**config.mk**
```make
export PLATFORM = sky130hd
export DESIGN_NAME = keypad_edge_slot_controller
export DESIGN_NICKNAME = d
export VERILOG_FILES = /design/src/rtl/core/kesc_pkg.sv /design/src/rtl/core/kesc_echo_ram.sv /design/src/rtl/core/keypad_edge_slot_controller.sv
export VERILOG_INCLUDE_DIRS = /design/src /design/src/rtl/core
export SDC_FILE = /design/constraint.sdc
export NUM_CORES = 1
export LEC_CHECK = 0
export ABC_AREA = 1
export BUFFER_PORTS_ARGS = -buffer_cell sky130_fd_sc_hd__buf_4
export CORE_MARGIN = 3
export CORE_UTILIZATION = 40
export CTS_CLUSTER_SIZE = 25
export DETAILED_ROUTE_END_ITERATION = 6
export PLACE_DENSITY = 0.56
export SKIP_CTS_REPAIR_TIMING = 1
export SYNTH_ARGS = -nofsm -noshare
export SYNTH_HDL_FRONTEND = slang
export SYNTH_HIERARCHICAL = 1
export SYNTH_SLANG_ARGS = --single-unit
```
**constraint.sdc**
```tcl
create_clock -name clock -period 2.9 [get_ports clock]
set_clock_uncertainty 0.15 [all_clocks]
set_input_delay 0.29 -clock clock [delete_from_list [all_inputs] [get_ports clock]]
set_output_delay 0.29 -clock clock [all_outputs]
set_load 0.01 [all_outputs]
```
**src/rtl/core/assert_macros.svh**
```systemverilog
// ----------------------------------------------------------------------------
// assert_macros.svh
// shared assertion macros, clocked on clock and disabled while in reset
// ----------------------------------------------------------------------------
`ifndef ASSERT_MACROS_SVH
`define ASSERT_MACROS_SVH

// property must hold at every clock edge outside reset
`define KESC_ASSERT(label, prop, msg) \
   label: assert property (@(posedge clock) disable iff (reset) prop) \
      else $error(msg);

// condition must never be seen at a clock edge outside reset
`define KESC_ASSERT_NEVER(label, cond, msg) \
   label: assert property (@(posedge clock) disable iff (reset) !(cond)) \
      else $error(msg);

`endif

```
**src/rtl/core/kesc_pkg.sv**
```systemverilog
`timescale 1ns / 1ps
// ----------------------------------------------------------------------------
// kesc_pkg
// types and constants shared by the keypad edge slot controller
// ----------------------------------------------------------------------------
package kesc_pkg;

   localparam int WORD_W     = 32;
   localparam int ECHO_DEPTH = 16;
   localparam int IDX_W      = 4;
   localparam int NUM_SLOTS  = 4;
   localparam int SLOT_W     = 2;
   localparam int KEY_W      = 3;
   localparam int KEY_ID_W   = 2 * KEY_W;
   localparam int EDGE_W     = 2 * NUM_SLOTS;

   // command codes carried on the request tuser
   typedef enum logic [2:0] {
      CMD_PRESS   = 3'd0,
      CMD_RELEASE = 3'd1,
      CMD_END_DN  = 3'd2,
      CMD_END_UP  = 3'd3,
      CMD_READ    = 3'd4,
      CMD_WRITE   = 3'd5
   } cmd_type;

   // event status codes
   typedef enum logic [1:0] {
      STAT_DONE     = 2'd0,
      STAT_DROPPED  = 2'd1,
      STAT_HELD     = 2'd2,
      STAT_NOT_HELD = 2'd3
   } status_type;

   // register word indexes with special behaviour
   localparam logic [IDX_W-1:0] REG_EDGE     = 4'd2;
   localparam logic [IDX_W-1:0] REG_CLEAR    = 4'd4;
   localparam logic [IDX_W-1:0] REG_STATUS   = 4'd11;
   localparam logic [IDX_W-1:0] REG_UNMAPPED = 4'd15;

   // echo bank write port
   typedef struct packed {
      logic              en;
      logic [IDX_W-1:0]  addr;
      logic [WORD_W-1:0] data;
   } echo_wr_type;

   // echo bank read port
   typedef struct packed {
      logic             en;
      logic [IDX_W-1:0] addr;
   } echo_rd_type;

   // response fields waiting for the echo bank read
   typedef struct packed {
      logic              echo_sel;
      logic [WORD_W-1:0] rdata;
      status_type        status;
      logic [SLOT_W-1:0] slot;
      logic              end_level;
      logic              end_changed;
   } rsp_stage_type;

endpackage

```
**src/rtl/core/kesc_echo_ram.sv**
```systemverilog
`timescale 1ns / 1ps
// ----------------------------------------------------------------------------
// kesc_echo_ram
// sixteen-word store-and-echo register bank, one write and one registered
// read per cycle, with per-word valid bits so unwritten words read as zero
// ----------------------------------------------------------------------------
module kesc_echo_ram (
   input  logic                          clock,
   input  logic                          reset,
   input  kesc_pkg::echo_wr_type         wr_req,
   input  kesc_pkg::echo_rd_type         rd_req,
   output logic [kesc_pkg::WORD_W-1:0]   rd_data
);
   import kesc_pkg::*;

   logic [WORD_W-1:0]     mem_ff [ECHO_DEPTH];
   logic [ECHO_DEPTH-1:0] valid_ff;
   logic [WORD_W-1:0]     rd_word_ff;
   logic                  rd_valid_ff;

   // word array, no reset
   always_ff @(posedge clock) begin
      if (wr_req.en) begin
         mem_ff[wr_req.addr] <= wr_req.data;
      end
   end

   // written marks, cleared at reset
   always_ff @(posedge clock) begin
      if (reset) begin
         valid_ff <= '0;
      end else if (wr_req.en) begin
         valid_ff[wr_req.addr] <= 1'b1;
      end
   end

   // registered read port, holds until the next read
   always_ff @(posedge clock) begin
      if (rd_req.en) begin
         rd_word_ff <= mem_ff[rd_req.addr];
      end
   end

   always_ff @(posedge clock) begin
      if (reset) begin
         rd_valid_ff <= 1'b0;
      end else if (rd_req.en) begin
         rd_valid_ff <= valid_ff[rd_req.addr];
      end
   end

   assign rd_data = rd_valid_ff ? rd_word_ff : '0;

endmodule

```
**src/rtl/core/keypad_edge_slot_controller.sv**
```systemverilog
`timescale 1ns / 1ps
// ----------------------------------------------------------------------------
// keypad_edge_slot_controller
// keypad matrix controller with four key slots and their edge latches, an END key level and a
// sixteen-word register bank, one key event or bus access per word
// ----------------------------------------------------------------------------
//  channel | direction | carries
//  req_    | in        | key event or register access (command on tuser)
//  rsp_    | out       | read data, event status, slot, END level and change
//
//  one word accepted per cycle unless the middle stage is stalled; its response
//  passes the middle stage (bank read at the accepting edge), then the output register
//  slot, latch, status and END state update at the accepting edge, so the
//  next word sees them at once; the bank write lands before any later read
//  synchronous reset clears key state, valid flags and the bank's written marks at once,
//  no clearing pass
//  a stalled rsp_ holds the output register; req_ still takes a word while
//  the middle stage is free
// ----------------------------------------------------------------------------
`include "assert_macros.svh"

module keypad_edge_slot_controller (
   input  logic        clock,
   input  logic        reset,
   input  logic        req_tvalid,
   output logic        req_tready,
   input  logic [2:0]  req_tuser,   // [2:0] command
   input  logic [47:0] req_tdata,   // [2:0] key_row, [5:3] key_col,
                                    // [9:6] reg_index, [41:10] write_data
   output logic        rsp_tvalid,
   input  logic        rsp_tready,
   output logic [39:0] rsp_tdata    // [31:0] read_data, [33:32] event_status,
                                    // [35:34] slot_used, [36] end_level,
                                    // [37] end_changed
);
   import kesc_pkg::*;

   // request fields
   cmd_type             cmd;
   logic [KEY_W-1:0]    req_key_row;
   logic [KEY_W-1:0]    req_key_col;
   logic [IDX_W-1:0]    req_reg_index;
   logic [WORD_W-1:0]   req_write_data;
   logic [KEY_ID_W-1:0] key_id;

   assign cmd            = cmd_type'(req_tuser);
   assign req_key_row    = req_tdata[2:0];
   assign req_key_col    = req_tdata[5:3];
   assign req_reg_index  = req_tdata[9:6];
   assign req_write_data = req_tdata[41:10];
   assign key_id         = {req_key_row, req_key_col};

   // key state
   logic [NUM_SLOTS-1:0] slot_busy_ff, slot_busy_in;
   logic [KEY_ID_W-1:0]  slot_key_ff [NUM_SLOTS];
   logic [KEY_ID_W-1:0]  slot_key_in [NUM_SLOTS];
   logic [EDGE_W-1:0]    edge_latch_ff, edge_latch_in;
   logic [WORD_W-1:0]    status_word_ff, status_word_in;
   logic                 end_level_ff, end_level_in;

   // pipeline control
   logic          req_accept;
   logic          s1_valid_ff, s1_adv;
   rsp_stage_type s1_ff, s1_in;
   logic          out_valid_ff;
   logic [39:0]   out_data_ff;

   // echo bank ports
   echo_wr_type       echo_wr;
   echo_rd_type       echo_rd;
   logic [WORD_W-1:0] echo_rd_data;
   logic              echo_idx_ok;

   // slot search results
   logic                 free_any, held_any;
   logic [SLOT_W-1:0]    free_slot, held_slot;
   logic                 press_ok, clear_wr;
   logic [7:0]           row_byte;
   logic [4:0]           byte_shift;

   assign s1_adv     = !out_valid_ff || rsp_tready;
   assign req_tready = !s1_valid_ff || s1_adv;
   assign req_accept = req_tvalid && req_tready;

   // indexes backed by the echo bank
   assign echo_idx_ok = (req_reg_index != REG_EDGE) && (req_reg_index != REG_CLEAR) &&
                        (req_reg_index != REG_STATUS) && (req_reg_index != REG_UNMAPPED);

   // free slot: own column first, else lowest free; held slot: lowest match
   always_comb begin
      free_any  = 1'b0;
      free_slot = '0;
      held_any  = 1'b0;
      held_slot = '0;
      for (int i = NUM_SLOTS - 1; i >= 0; i--) begin
         if (!slot_busy_ff[i]) begin
            free_any  = 1'b1;
            free_slot = SLOT_W'(i);
         end
         if (slot_busy_ff[i] && (slot_key_ff[i] == key_id)) begin
            held_any  = 1'b1;
            held_slot = SLOT_W'(i);
         end
      end
      if (!req_key_col[KEY_W-1] && !slot_busy_ff[req_key_col[SLOT_W-1:0]]) begin
         free_slot = req_key_col[SLOT_W-1:0];
      end
   end

   assign press_ok   = (cmd == CMD_PRESS) && free_any && !held_any;
   assign clear_wr   = (cmd == CMD_WRITE) && (req_reg_index == REG_CLEAR);
   assign row_byte   = {1'b0, req_key_row, 1'b0, req_key_col};
   assign byte_shift = {free_slot, 3'b000};

   // next state and response fields for one word
   always_comb begin
      slot_busy_in   = slot_busy_ff;
      slot_key_in    = slot_key_ff;
      edge_latch_in  = edge_latch_ff;
      status_word_in = status_word_ff;
      end_level_in   = end_level_ff;
      s1_in          = '0;
      s1_in.status   = STAT_DONE;
      unique case (cmd)
         CMD_PRESS: begin
            if (!free_any) begin
               s1_in.status = STAT_DROPPED;
            end else if (held_any) begin
               s1_in.status = STAT_HELD;
            end else begin
               slot_busy_in[free_slot] = 1'b1;
               slot_key_in[free_slot]  = key_id;
               edge_latch_in           = edge_latch_ff | (EDGE_W'(1) << free_slot);
               status_word_in          = (status_word_ff & ~(WORD_W'(8'hff) << byte_shift))
                                         | (WORD_W'(row_byte) << byte_shift);
               s1_in.slot              = free_slot;
            end
         end
         CMD_RELEASE: begin
            if (!held_any) begin
               s1_in.status = STAT_NOT_HELD;
            end else begin
               slot_busy_in[held_slot] = 1'b0;
               edge_latch_in = edge_latch_ff | (EDGE_W'(1) << {1'b1, held_slot});
               s1_in.slot    = held_slot;
            end
         end
         CMD_END_DN, CMD_END_UP: begin
            end_level_in      = (cmd == CMD_END_DN);
            s1_in.end_changed = (end_level_in != end_level_ff);
         end
         CMD_READ: begin
            s1_in.echo_sel = echo_idx_ok;
            if (req_reg_index == REG_EDGE) begin
               s1_in.rdata = WORD_W'(edge_latch_ff);
            end else if (req_reg_index == REG_STATUS) begin
               s1_in.rdata = status_word_ff;
            end
         end
         CMD_WRITE: begin
            if (clear_wr) begin
               edge_latch_in = '0;
            end
         end
         default: begin
         end
      endcase
      s1_in.end_level = end_level_in;
   end

   // echo bank access at the accepting edge
   assign echo_wr.en   = req_accept && (cmd == CMD_WRITE) && echo_idx_ok;
   assign echo_wr.addr = req_reg_index;
   assign echo_wr.data = req_write_data;
   assign echo_rd.en   = req_accept && (cmd == CMD_READ);
   assign echo_rd.addr = req_reg_index;

   kesc_echo_ram u_echo_ram (
      .clock   (clock),
      .reset   (reset),
      .wr_req  (echo_wr),
      .rd_req  (echo_rd),
      .rd_data (echo_rd_data)
   );

   // key state registers
   always_ff @(posedge clock) begin
      if (reset) begin
         slot_busy_ff   <= '0;
         edge_latch_ff  <= '0;
         status_word_ff <= '0;
         end_level_ff   <= 1'b0;
         for (int i = 0; i < NUM_SLOTS; i++) begin
            slot_key_ff[i] <= '0;
         end
      end else if (req_accept) begin
         slot_busy_ff   <= slot_busy_in;
         edge_latch_ff  <= edge_latch_in;
         status_word_ff <= status_word_in;
         end_level_ff   <= end_level_in;
         slot_key_ff    <= slot_key_in;
      end
   end

   // middle stage, waits for the bank read
   always_ff @(posedge clock) begin
      if (reset) begin
         s1_valid_ff <= 1'b0;
      end else if (req_accept) begin
         s1_valid_ff <= 1'b1;
      end else if (s1_adv) begin
         s1_valid_ff <= 1'b0;
      end
   end

   always_ff @(posedge clock) begin
      if (req_accept) begin
         s1_ff <= s1_in;
      end
   end

   // output register
   always_ff @(posedge clock) begin
      if (reset) begin
         out_valid_ff <= 1'b0;
      end else if (s1_adv) begin
         out_valid_ff <= s1_valid_ff;
      end
   end

   always_ff @(posedge clock) begin
      if (s1_adv) begin
         out_data_ff <= {2'b00, s1_ff.end_changed, s1_ff.end_level, s1_ff.slot,
                         s1_ff.status, (s1_ff.echo_sel ? echo_rd_data : s1_ff.rdata)};
      end
   end

   assign rsp_tvalid = out_valid_ff;
   assign rsp_tdata  = out_data_ff;

   // checks
   `KESC_ASSERT(a_press_sets_busy, (req_accept && press_ok) |=> slot_busy_ff[$past(free_slot)], "press did not mark its slot busy")
   `KESC_ASSERT(a_clear_zeroes_latch, (req_accept && clear_wr) |=> (edge_latch_ff == '0), "clear write left edge latch set")
   `KESC_ASSERT_NEVER(a_no_accept_on_stall, s1_valid_ff && !s1_adv && req_accept, "word taken while middle stage stalled")

endmodule
```
==> metrics.md, run 1 <==
| Metric | Value |
|---|---|
| Rel. slew slack | `0.3377` |
| Crit path max-delay cell type | `dlygate4sd3_1` |
| Bufs on Longest Clock Path | `3` |
| Core Rows | `between 90 and 100` |
| Largest family of logic cells by synthesized area | `simple AND/OR/NAND/NOR gates` |
| RSZ-0062 raised after global routing | `false` |
| Top Ports | `slightly below 100` |
| WS Path Type | `primary input to register` |
| Post-synthesis sequential area ratio | `0.7161` |
| Most used DFF post-synth | `edfxtp_1` |
| XOR/XNOR Fraction of Synth Area | `0.001536` |
| Die area | `roughly 74000 µm²` |
| CP endpoint kind | `register` |
| Period utilization | `0.8941` |
| Power share of the clock group | `0.433` |
| Setup slack, reg-to-reg | `around 370 ps` |
| Synth-to-Final Area Change | `18.15%` |
| Number of DRC markers in iteration 0 | `between 1000 and 1500` |
| DRC | `0` |
| Post-Route Setup TNS | `0 ps` |
| Final critical-path required period | `about 2600 ps` |
| Avg Synthesized Cell Area | `11.84 µm²` |
| Final Util | `0.4792` |
| CTS Buf Count | `76` |
| GPL Wtd Cong | `0.8983` |
| P_leak | `around 12 nW` |
| Area share of fa/ha/maj cells after synthesis | `0` |
| Hold crit path type | `primary input to register` |
| Vias in the first global route | `17820` |
| Fin. max-slew vios | `0` |
| Synth top area share | `0.6543` |
| Sw frac | `0.2173` |
| FF-to-FF path depth | `9` |
| Cell variety after synth | `38` |
| Crit path DAT | `2750 ps` |
| WL per Instance | `between 15 and 20 µm` |
| Crit-path max cell delay | `around 540 ps` |
| Final WS setup | `~310 ps` |
| Yosys Warn Count | `6` |
| Final WL | `69160 µm` |
| Sw Pwr | `around 4.8 mW` |
| Pre-Repair DR Iteration Count | `5` |
| Area leader, netlist | `edfxtp_1` |
| FFs w/ async S/R, synth | `0` |
| PwrDens | `652.3 nW/µm²` |
| Required time worst endpoint | `just over 3000 ps` |
| Sequential power share | `0.511` |
| Pre-CTS setup slack | `between 100 and 150 ps` |
| Core footprint | `70270 µm²` |
| Global Route Usage Sum | `0.1844` |
| Worst Setup EP | `u_echo_ram/mem_ff[6][8]` |
| PortBufs | `88` |
| Fillers | `about 6200` |
| Crit-path cells | `dlygate4sd3_1 > buf_6 > nor2_1 > nand2_1 > nand3_1 > nor3_1 > buf_4 > inv_1 > nor3_1 > inv_1 > nor2_4 > buf_12` |
| Worst-Skew Late Latency | `610 ps` |
| Clk root buf | `clkbuf_16` |
| Post-route ant nets | `0` |
| Share of layout cells above drive strength 1 | `0.1356` |
| Number of flops mapped to enable cells by yosys | `slightly above 600` |
| NumNets Final | `between 2000 and 3000` |
| Launch point of the worst path | `req_tdata[7]` |
| Chip height | `272.9 µm` |
| Setup violators final | `0` |
| Internal power | `between 15 and 20 mW` |
| Largest net degree at the start of global routing | `153` |
| FMAX | `roughly 390 MHz` |
| Register clock-pin slew on the reported worst setup and hold paths | `around 60 ps` |
| Synth Area in Simple Gates | `0.1298` |
| Logic gate share of total power | `0.056` |
| Hold Worst Slack | `between 30 and 40 ps` |
| Critical Path Fanout Max | `13` |
| Hpwl dp | `approximately 40000 µm` |
| Maximum vdd drop | `roughly 370 µV` |
| Initial antenna violation count | `0` |
| H-tree depth | `3` |
| Compound-Gate Fraction of Synth Area | `0.09666` |
| Worst Tran Pin Value | `approximately 990 ps` |
| Commonest cells in the netlist | `edfxtp_1, nor2_1, nand2_1` |
| Overflow after GRT | `0` |
| Yosys reg bits | `709` |
| Top cells by area, synth | `edfxtp_1, nor2_1, dfxtp_1, o21ai_0, nand2_1` |
| First-pass GRT wire length | `106100 µm` |
| Max_cap viols | `0` |
| Capturing point of the worst reg2reg path | `u_echo_ram/mem_ff[6][8]` |
| Starting density of the core | `0.4056` |
| Most frequent cell after synthesis | `edfxtp_1` |
| Inserted Diodes | `0` |
| CTS tree | `yes` |
| Die width | `approximately 270 µm` |
| Post-Synthesis Cells | `around 2400` |
| Hold violation count in the final report | `0` |
| Clk sinks | `just over 700` |
| DR vias/cell | `roughly 5.2` |
| Worst reg2reg startpoint | `rsp_tvalid` |
| Status | `completed` |
| Mux contribution to synthesized area | `0.01264` |
| Mapped cell area | `~29000 µm²` |
| Startpoint class of the critical path | `primary input` |
| Via Count | `around 18000` |
==> cell usage in the layout (no fill, tap or decap), drive strengths merged <==
master	instances
a211oi	1
a21oi	73
buf	164
bufinv	3
clkbuf	99
clkinv	37
clkinvlp	3
conb	2
dfxtp	88
dlygate4sd3	44
edfxtp	621
inv	133
mux2	32
nand2	295
nand3	108
nand4	13
nor2	483
nor3	11
o211ai	104
o21ai	272
o21ba	2
o221ai	24
o22ai	1
xnor2	4
xor2	1
==> critical path, delay by kind of cell <==
family	cells	cell delay, ps
simple gates	6	1030
buf+inv	6	1410
==> worst min-delay path by stage <==
stage                             start                         to  slack, ps  cells after the start
after floorplan           req_tdata[10]    u_echo_ram/mem_ff[0][0]        240                      0
after CTS                 req_tdata[24]  u_echo_ram/mem_ff[12][14]       -210                      1
final                      req_tuser[2]                   s1_ff[1]         40                      3
after detailed placement       s1_ff[1]              rsp_tdata[36]        250                      0
after global placement         s1_ff[2]              rsp_tdata[34]        250                      0
after global routing       req_tuser[2]                   s1_ff[1]          5                      3
==> flip-flops by register name, indices dropped and copies added, names as in the netlist <==
| signal | count |
|---|---|
| u_echo_ram/mem_ff | 512 |
| status_word_ff | 32 |
| s1_valid_ff | 1 |
| slot_busy_ff | 4 |
| slot_key_ff | 24 |
| edge_latch_ff | 8 |
| u_echo_ram/valid_ff | 16 |
| end_level_ff | 1 |
| rsp_tdata | 38 |
| rsp_tvalid | 1 |
| s1_ff | 39 |
| u_echo_ram/rd_valid_ff | 1 |
| u_echo_ram/rd_word_ff | 32 |
==> layer usage <==
metal | global-route usage | vias up | routed length [µm] | part of all wire
met2 | 0.3042 | 414 | 32980 | 0.48
met4 | 0.04874 | 0 | 1409 | 0.020
met5 | 0 | - | 0 | 0
li1 | - | 8802 | - | -
met3 | 0.02739 | 103 | 3151 | 0.046
met1 | 0.2563 | 9110 | 31610 | 0.46
==> cell type report <==
| class | count | area (µm²) | area share |
|---|---|---|---|
| clock buffers | 99 | 2186 | 0.06491 |
| clock inverters | 43 | 306.5 | 0.009103 |
| inverters | 133 | 509.2 | 0.01512 |
| well taps | 940 | 1176 | 0.03492 |
| multi-input cells | 1426 | 6997 | 0.2078 |
| flip-flops and latches | 709 | 20410 | 0.6061 |
| repair buffers | 208 | 2092 | 0.06212 |
==> power by group through the flow <==
stage | registers [mW] | clock network [mW] | logic [mW]
final | 11.2 | 9.52 | 1.22
after global routing | 11.2 | 10.1 | 1.35
after detailed placement | 11.4 | 0 | 1.18
after global placement | 11.4 | 0 | 1.15
after CTS | 11.2 | 9.75 | 1.18
after floorplan | 11.5 | 0 | 0.656
==> logic make-up after synthesis <==
| kind of cell | Yosys count |
|---|---|
| compound gates | 477 |
| simple gates | 910 |
| other cells | 1 |
| flops | 709 |
| mux | 32 |
| buf+inv | 273 |
| xor+xnor | 5 |
==> per-stage QoR <==
step	cell area, µm²	power, mW	std cells
2_1_floorplan	28520	12.12	2408
3_3_place_gp	30740	12.60	3372
3_5_place_dp	30740	12.62	3372
4_1_cts	33240	22.15	3514
5_1_grt	33680	22.72	3558
6_report	33680	21.97	3558
No activity file was read; power rests on OpenSTA's default activity.
==> inputs of run 2 (changes only) <==
--- a/config.mk
+++ b/config.mk
@@ -6,8 +6,8 @@
 export SDC_FILE = /design/constraint.sdc
 export NUM_CORES = 1
 export LEC_CHECK = 0
-export ABC_AREA = 1
 export BUFFER_PORTS_ARGS = -buffer_cell sky130_fd_sc_hd__buf_4
+export CAP_MARGIN = 20
 export CORE_MARGIN = 3
 export CORE_UTILIZATION = 40
 export CTS_CLUSTER_SIZE = 25
==> run 2 against run 1 <==
  * First-iteration DRC count decreased by 13%
  * Non-clock buffer count decreased by 10
  * Total power decreased by 3.2%
  * Critical path depth decreased by 3
  * Largest power group unchanged
  * Critical path type unchanged
  * Flip-flop and latch count unchanged
  * Highest routed layer unchanged
  * Sequential share of layout area increased by 2.2 points
  * Synthesized cell count decreased by 42%
  * Setup slack got worse by 83 ps
  * Clock-buffer cell count increased by 1
==> metrics.md, run 2 <==
| Metric | Value |
|---|---|
| Crit path DAT | `2820 ps (+70 ps)` |
| CP top delay family | `simple AND/OR/NAND/NOR gates` |
| Final cell count without fillers | `2538 (-29%)` |
| Share of layout cells above drive strength 1 | `0.3019 (+0.1663)` |
| Worst Tran Pin Value | `1028 ps (+37.79 ps)` |
| Yosys reg bits | `709 (unchanged)` |
| Number of DRC markers in iteration 0 | `1052 (-13%)` |
| CTS Buf Count | `76 (unchanged)` |
| Met2 WL | `30600 µm (-7.2%)` |
| Initial antenna violation count | `5 (+5)` |
| Critical Path Fanout Max | `16 (+3)` |
| Hold depth | `3 (unchanged)` |
| Core footprint | `67510 µm² (-3.9%)` |
| DR vias/cell | `5.323 (+2.8%)` |
| CP endpoint kind | `register` |
| Setup slack, reg-to-reg | `340 ps (-30 ps)` |
| Fin. max-slew vios | `0 (unchanged)` |
| Top Ports | `97 (unchanged)` |
| Status | `completed` |
| WS Path Type | `primary input to register` |
| DR WL met3 | `2554 µm (-19%)` |
| P_leak | `10.67 nW (-8.6%)` |
| First-pass GRT wire length | `91250 µm (-14%)` |
| Largest net degree at the start of global routing | `72 (-53%)` |
| Pre-Repair DR Iteration Count | `5 (unchanged)` |
| FFs w/ async S/R, synth | `0 (unchanged)` |
| Mapped cell area | `27370 µm² (-4.0%)` |
| Worst-Skew Late Latency | `600 ps (about the same)` |
| Final critical-path required period | `2676 ps (+83.08 ps)` |
| Required time worst endpoint | `3040 ps (-20 ps)` |
| GPL Wtd Cong | `0.8317 (-7.4%)` |
| H-tree depth | `3 (unchanged)` |
| Largest reg by FF count | `u_echo_ram/mem_ff` |
| Post-Route Setup TNS | `0 ps (unchanged)` |
| Core Rows | `95 (-2.1%)` |
| Maximum vdd drop | `445.8 µV (+19%)` |
| Period utilization | `0.9227 (+0.02865)` |
| WL per Instance | `23.97 µm (+23%)` |
| Max_cap viols | `0 (unchanged)` |
| Setup violators final | `0 (unchanged)` |
| FMAX | `373.7 MHz (-3.1%)` |
| Hold Worst Slack | `75.78 ps (+40.15 ps)` |
| Pre-CTS setup slack | `200.3 ps (+71.65 ps)` |
| Final WL | `60840 µm (-12%)` |
| DR top layer | `met4` |
| Final WS setup | `224.1 ps (-83.08 ps)` |
| Avg Synthesized Cell Area | `19.52 µm² (+65%)` |
| Number of flops mapped to enable cells by yosys | `621 (unchanged)` |
| Area leader, netlist | `edfxtp_1` |
| Die area | `71610 µm² (-3.9%)` |
| Cell variety after synth | `61 (+61%)` |
| Rel. slew slack | `0.3139 (-0.02379)` |
| Bufs on Longest Clock Path | `3 (unchanged)` |
| Hold wc startpoint | `req_tdata[7]` |
| Commonest cells in the netlist | `edfxtp_1, mux4_2, dfxtp_1` |
| PortBufs | `88 (unchanged)` |
| Chip height | `267.6 µm (-2.0%)` |
| Crit-path cells | `dlygate4sd3_1 > buf_4 > nor2b_1 > nand2_1 > nor3_2 > buf_4 > or3b_4 > nor3_4 > buf_12` |
| PwrDens | `654.3 nW/µm² (+0.30%)` |
| DRT met1 WL | `26600 µm (-16%)` |
| Most used DFF post-synth | `edfxtp_1` |
| RSZ-0062 raised after global routing | `false` |
| Most frequent cell after synthesis | `edfxtp_1` |
| CP bufs+invs | `4 (-2)` |
| Clk root buf | `clkbuf_16` |
| DP Cell Count | `2357 (-30%)` |
| Fillers | `5610 (-9.4%)` |
| FF-to-FF path depth | `6 (-3)` |
| Overflow after GRT | `0 (unchanged)` |
| Final Total Pwr | `21.25 mW (-3.2%)` |
| Commonest non-fill, non-tap cell in the layout | `edfxtp_1` |
| Hold violation count in the final report | `0 (unchanged)` |
| Largest register FFs | `512 (unchanged)` |
| Die width | `267.6 µm (-2.0%)` |
| Most frequent cells in the layout | `edfxtp_1, mux4_2, buf_4` |
| Vias in the first global route | `13850 (-22%)` |
| Via Count | `13510 (-27%)` |
| Clk sinks | `709 (unchanged)` |
| Post-synthesis sequential area ratio | `0.7456 (+0.02952)` |
| Capturing point of the worst reg2reg path | `s1_ff[4]` |
| Post-Synthesis Cells | `1402 (-42%)` |
| DRC | `0 (unchanged)` |
| NumNets Final | `1657 (-36%)` |
| Post-route ant nets | `0 (unchanged)` |
| Synth top area share | `0.6812 (+0.02697)` |
| Hold crit path type | `primary input to register` |
| Crit path max-delay cell type | `dlygate4sd3_1` |
| Top cells by area, synth | `edfxtp_1, mux4_2, dfxtp_1, mux2_2, and2_1` |
| Global Route Usage Sum | `0.1734 (-0.01105)` |
| Worst reg2reg startpoint | `slot_busy_ff[0]` |
| Hpwl dp | `36850 µm (-8.5%)` |
| CTS tree | `yes` |
| Starting density of the core | `0.4054 (about the same)` |
| WHS Endpoint | `s1_ff[38]` |
| Crit-path max cell delay | `540 ps (about the same)` |
| Most used cell, CP | `buf_4` |
| Synth-to-Final Area Change | `18.68%` |
| Register clock-pin slew on the reported worst setup and hold paths | `60 ps (about the same)` |
| Startpoint class of the critical path | `primary input` |
| Yosys Warn Count | `6 (unchanged)` |
[run 2: cells by family (layout without fill, tap and decap cells)]
family / Yosys count / count (layout) / share of synthesized area
AOI/OAI and AO/OA: 95 / 95 / 0.02180
xor gates and xnor gates: 25 / 25 / 0.007999
buffers and inverters: 83 / 343 / 0.01723
DFF: 709 / 709 / 0.7456
muxes: 199 / 199 / 0.1483
other: 1 / 4 / 0.0001370
and+or+nand+nor: 290 / 290 / 0.05896
[run 2: worst max path at each step]
stage	from	end	cells after the start
finish	req_tuser[1]	u_echo_ram/mem_ff[0][31]	9
global route	req_tuser[0]	slot_key_ff[7]	7
global placement	req_tuser[1]	u_echo_ram/mem_ff[0][27]	8
floorplan	rsp_tvalid	u_echo_ram/mem_ff[13][0]	5
CTS	rsp_tvalid	u_echo_ram/mem_ff[0][31]	7
detailed placement	req_tuser[1]	u_echo_ram/mem_ff[0][27]	8
[run 2: area by class of cell]
class                      count  area [µm²]  share of cell area
sequential                   709       20410              0.6283
clock inverter                39       254.0            0.007819
clock buffer                 100        2076             0.06390
multi-input combinational    611        6656              0.2049
tap                          873        1092             0.03362
antenna                        2       5.005           0.0001541
inverter                       6       22.52           0.0006933
timing repair buffer         198        1971             0.06066
[run 2: where the power goes]
part / internal (mW) / switching (mW) / total (mW)
Sequential: 11.2 / 0.0384 / 11.2
Clock: 5.22 / 3.82 / 9.04
Combinational: 0.451 / 0.532 / 0.984
Total: 16.9 / 4.39 / 21.3
[run 2: per-layer routing]
| layer | up-vias | global-route usage |
|---|---|---|
| met2 | 297 | 0.2911 |
| li1 | 6035 | - |
| met1 | 7106 | 0.2374 |
| met5 | - | 0 |
| met4 | 0 | 0.04304 |
| met3 | 71 | 0.02921 |
[run 2: tightest hold or removal path, cell delays in order]
cell    delay [ps]
buf_6          140
a21o_1         170
nor2_1          50
[run 2: metrics by stage]
step                      area [µm²]  utilization
after floorplan                27420            -
after global placement         29740       0.4405
after detailed placement       29740       0.4405
after CTS                      32070       0.4750
after global routing           32480       0.4811
final                          32490       0.4812
==> inputs of run 3 (changes only) <==
--- a/config.mk
+++ b/config.mk
@@ -13,6 +13,7 @@
 export CTS_CLUSTER_SIZE = 25
 export DETAILED_ROUTE_END_ITERATION = 6
 export PLACE_DENSITY = 0.56
+export REMOVE_ABC_BUFFERS = 1
 export SKIP_CTS_REPAIR_TIMING = 1
 export SYNTH_ARGS = -nofsm -noshare
 export SYNTH_HDL_FRONTEND = slang
==> run 3 against run 2 <==
  * Flip-flop and latch count is the same
  * First-iteration DRC count grew 16%
  * Sequential share of layout area grew 0.47 points
  * Cell area shrank 0.74%
  * Clock power shrank 1%
  * Fmax shrank 0.89%
  * Worst hold slack lost 77 ps
  * Largest cell class unchanged
  * Die area is the same
  * The flow now finishes with violations (negative hold slack)
  * Global-route usage grew 0.99 points
  * Non-clock buffer count shrank 2
  * Total power shrank 0.55%
  * Clock-buffer cell count shrank 2
==> metrics.md, run 3 (same netlist as run 2, synthesis figures left out) <==
| Metric | Value |
|---|---|
| Worst reg2reg startpoint | `slot_busy_ff[0]` |
| Capturing point of the worst reg2reg path | `s1_ff[4]` |
| CTS tree | `yes` |
| Die area | `71610 µm² (unchanged)` |
| H-tree depth | `3 (unchanged)` |
| Largest net degree at the start of global routing | `105 (+46%)` |
| Share of layout cells above drive strength 1 | `0.3016 (about the same)` |
| Crit path max-delay cell type | `dlygate4sd3_1` |
| Max_cap viols | `0 (unchanged)` |
| CP top delay family | `simple AND/OR/NAND/NOR gates` |
| Vias in the first global route | `14100 (+1.8%)` |
| Largest reg by FF count | `u_echo_ram/mem_ff` |
| Die width | `267.6 µm (unchanged)` |
| Startpoint class of the critical path | `register` |
| Final cell count without fillers | `2524 (-0.55%)` |
| Clk root buf | `clkbuf_16` |
| DR vias/cell | `5.402 (+1.5%)` |
| Fin. max-slew vios | `0 (unchanged)` |
| Chip height | `267.6 µm (unchanged)` |
| Required time worst endpoint | `3090 ps (+50 ps)` |
| Critical Path Fanout Max | `19 (+3)` |
| WL per Instance | `25.49 µm (+6.3%)` |
| Rel. slew slack | `0.4463 (+0.1324)` |
| FF-to-FF path depth | `7 (+1)` |
| WHS Endpoint | `s1_ff[0]` |
| FMAX | `370.4 MHz (-0.89%)` |
| Crit path DAT | `2890 ps (+70 ps)` |
| Worst Tran Pin Value | `829.3 ps (-198.4 ps)` |
| Crit-path cells | `nand4_1 > nor4_2 > nor4_4 > buf_4 > a21oi_1 > nor3_1 > dlygate4sd3_1` |
| Final Total Pwr | `21.14 mW (-0.55%)` |
| RSZ-0062 raised after global routing | `false` |
| Core footprint | `67510 µm² (unchanged)` |
| Hold Worst Slack | `-1.226 ps (-77.00 ps)` |
| Hpwl dp | `38160 µm (+3.6%)` |
| CP endpoint kind | `register` |
| PortBufs | `88 (unchanged)` |
| Final WS setup | `200.1 ps (-23.96 ps)` |
| M2 GR Usage | `0.2970 (+0.005867)` |
| Synth-to-Final Area Change | `17.80%` |
| Fillers | `5643 (+0.59%)` |
| DRC | `0 (unchanged)` |
| Maximum vdd drop | `335.0 µV (-25%)` |
| Hold violation count in the final report | `1 (+1)` |
| Overflow after GRT | `0 (unchanged)` |
| DP Cell Count | `2358 (+0.042%)` |
| Bufs on Longest Clock Path | `3 (unchanged)` |
| Clk sinks | `709 (unchanged)` |
| GRT Max-Usage Layer | `met2` |
| GPL Wtd Cong | `0.7916 (-4.8%)` |
| Final critical-path required period | `2700 ps (+23.96 ps)` |
| CTS Buf Count | `73 (-3.9%)` |
| M1 GR Usage | `0.2567 (+0.01925)` |
| Inserted Diodes | `0 (-2)` |
| Final instance area | `32250 µm² (-0.74%)` |
| Worst-Skew Late Latency | `590 ps (about the same)` |
| Commonest non-fill, non-tap cell in the layout | `edfxtp_1` |
| Final WL | `64340 µm (+5.8%)` |
| Final Util | `0.4776 (-0.003558)` |
| Post-route ant nets | `0 (unchanged)` |
| Pre-Repair DR Iteration Count | `5 (unchanged)` |
| Failing checks | `negative hold slack` |
| NumNets Final | `1652 (-0.30%)` |
| Global Route Usage Sum | `0.1833 (+0.009932)` |
| CP bufs+invs | `2 (-2)` |
| Register clock-pin slew on the reported worst setup and hold paths | `60 ps (about the same)` |
| Placed Area | `29600 µm² (-0.47%)` |
| Hold wc startpoint | `req_tuser[1]` |
| Via Count | `13630 (+0.93%)` |
| Status | `finished, violations left` |
| Initial antenna violation count | `3 (-2)` |
| Met3 usage | `0.03555 (+0.006339)` |
| Setup violators final | `0 (unchanged)` |
| Core Rows | `95 (unchanged)` |
| Hold crit path type | `primary input to register` |
| Hold depth | `3 (unchanged)` |
| Pre-CTS setup slack | `-188.1 ps (-388.5 ps)` |
| PwrDens | `655.5 nW/µm² (+0.19%)` |
| Setup slack, reg-to-reg | `200 ps (-140 ps)` |
| Starting density of the core | `0.4054 (unchanged)` |
| Top Ports | `97 (unchanged)` |
| WS Path Type | `register to register` |
| P_leak | `10.58 nW (-0.86%)` |
| Period utilization | `0.9310 (+0.008263)` |
| First-pass GRT wire length | `95550 µm (+4.7%)` |
| Crit-path max cell delay | `540 ps (about the same)` |
| Most frequent cells in the layout | `edfxtp_1, mux4_2, buf_4` |
| Number of DRC markers in iteration 0 | `1222 (+16%)` |
| Largest register FFs | `512 (unchanged)` |
## run 3: cell types whose count changed in the layout (fill, tap and decap cells not counted), sizes merged
cell | before | now
clkinvlp | 0 | 2
bufinv | 2 | 3
clkinv | 35 | 25
diode | 2 | 0
clkbuf | 100 | 98
dlygate4sd3 | 39 | 37
inv | 8 | 7
## run 3: worst reg2reg max path: cells and delay by family, from the launching register on
family | cells | cell delay [ps]
AOI/OAI and AO/OA | 1 | 160
buffers and inverters | 2 | 770
and+or+nand+nor | 4 | 850
DFF | 1 | 500
## run 3: worst max-delay path by stage
stage	from	endpoint	slack, ps	cells after the start
final	slot_busy_ff[0]	s1_ff[4]	200	7
after global routing	slot_busy_ff[0]	s1_ff[4]	30	7
after floorplan	rsp_tvalid	u_echo_ram/mem_ff[0][0]	-1540	5
after global placement	req_tdata[6]	u_echo_ram/mem_ff[12][31]	-150	8
after CTS	rsp_tvalid	u_echo_ram/mem_ff[12][10]	10	6
after detailed placement	req_tdata[9]	u_echo_ram/mem_ff[12][19]	-190	8
## run 3: power by group
group | internal [mW] | switching (mW)
Clock | 5.19 | 3.73
Sequential | 11.2 | 0.0479
Combinational | 0.441 | 0.541
Total | 16.8 | 4.32
## run 3: final cells by class
class                   instances  area, µm²  share of cell area
well taps                     873       1092             0.03387
clock inverters                31      232.7            0.007217
multi-input cells             611       6626              0.2055
clock buffers                  98       2037             0.06317
repair buffers                196       1826             0.05661
inverters                       6      22.52           0.0006984
flip-flops and latches        709      20410              0.6329
## run 3: through the flow
stage | TNS (ps) | hold WS, ps
final | 0 | -1.226
after global routing | 0 | 3.746
after CTS | 0 | -205.7
after detailed placement | -16930 | 256.6
after global placement | -14200 | 251.9
after floorplan | -326190 | 209.1
## run 3: per-layer routing
layer  vias to the layer above  share of wire
met1                      7189           0.44
met4                         0          0.020
li1                       6021              -
met3                        87          0.055
met5                         -              0
met2                       337           0.48
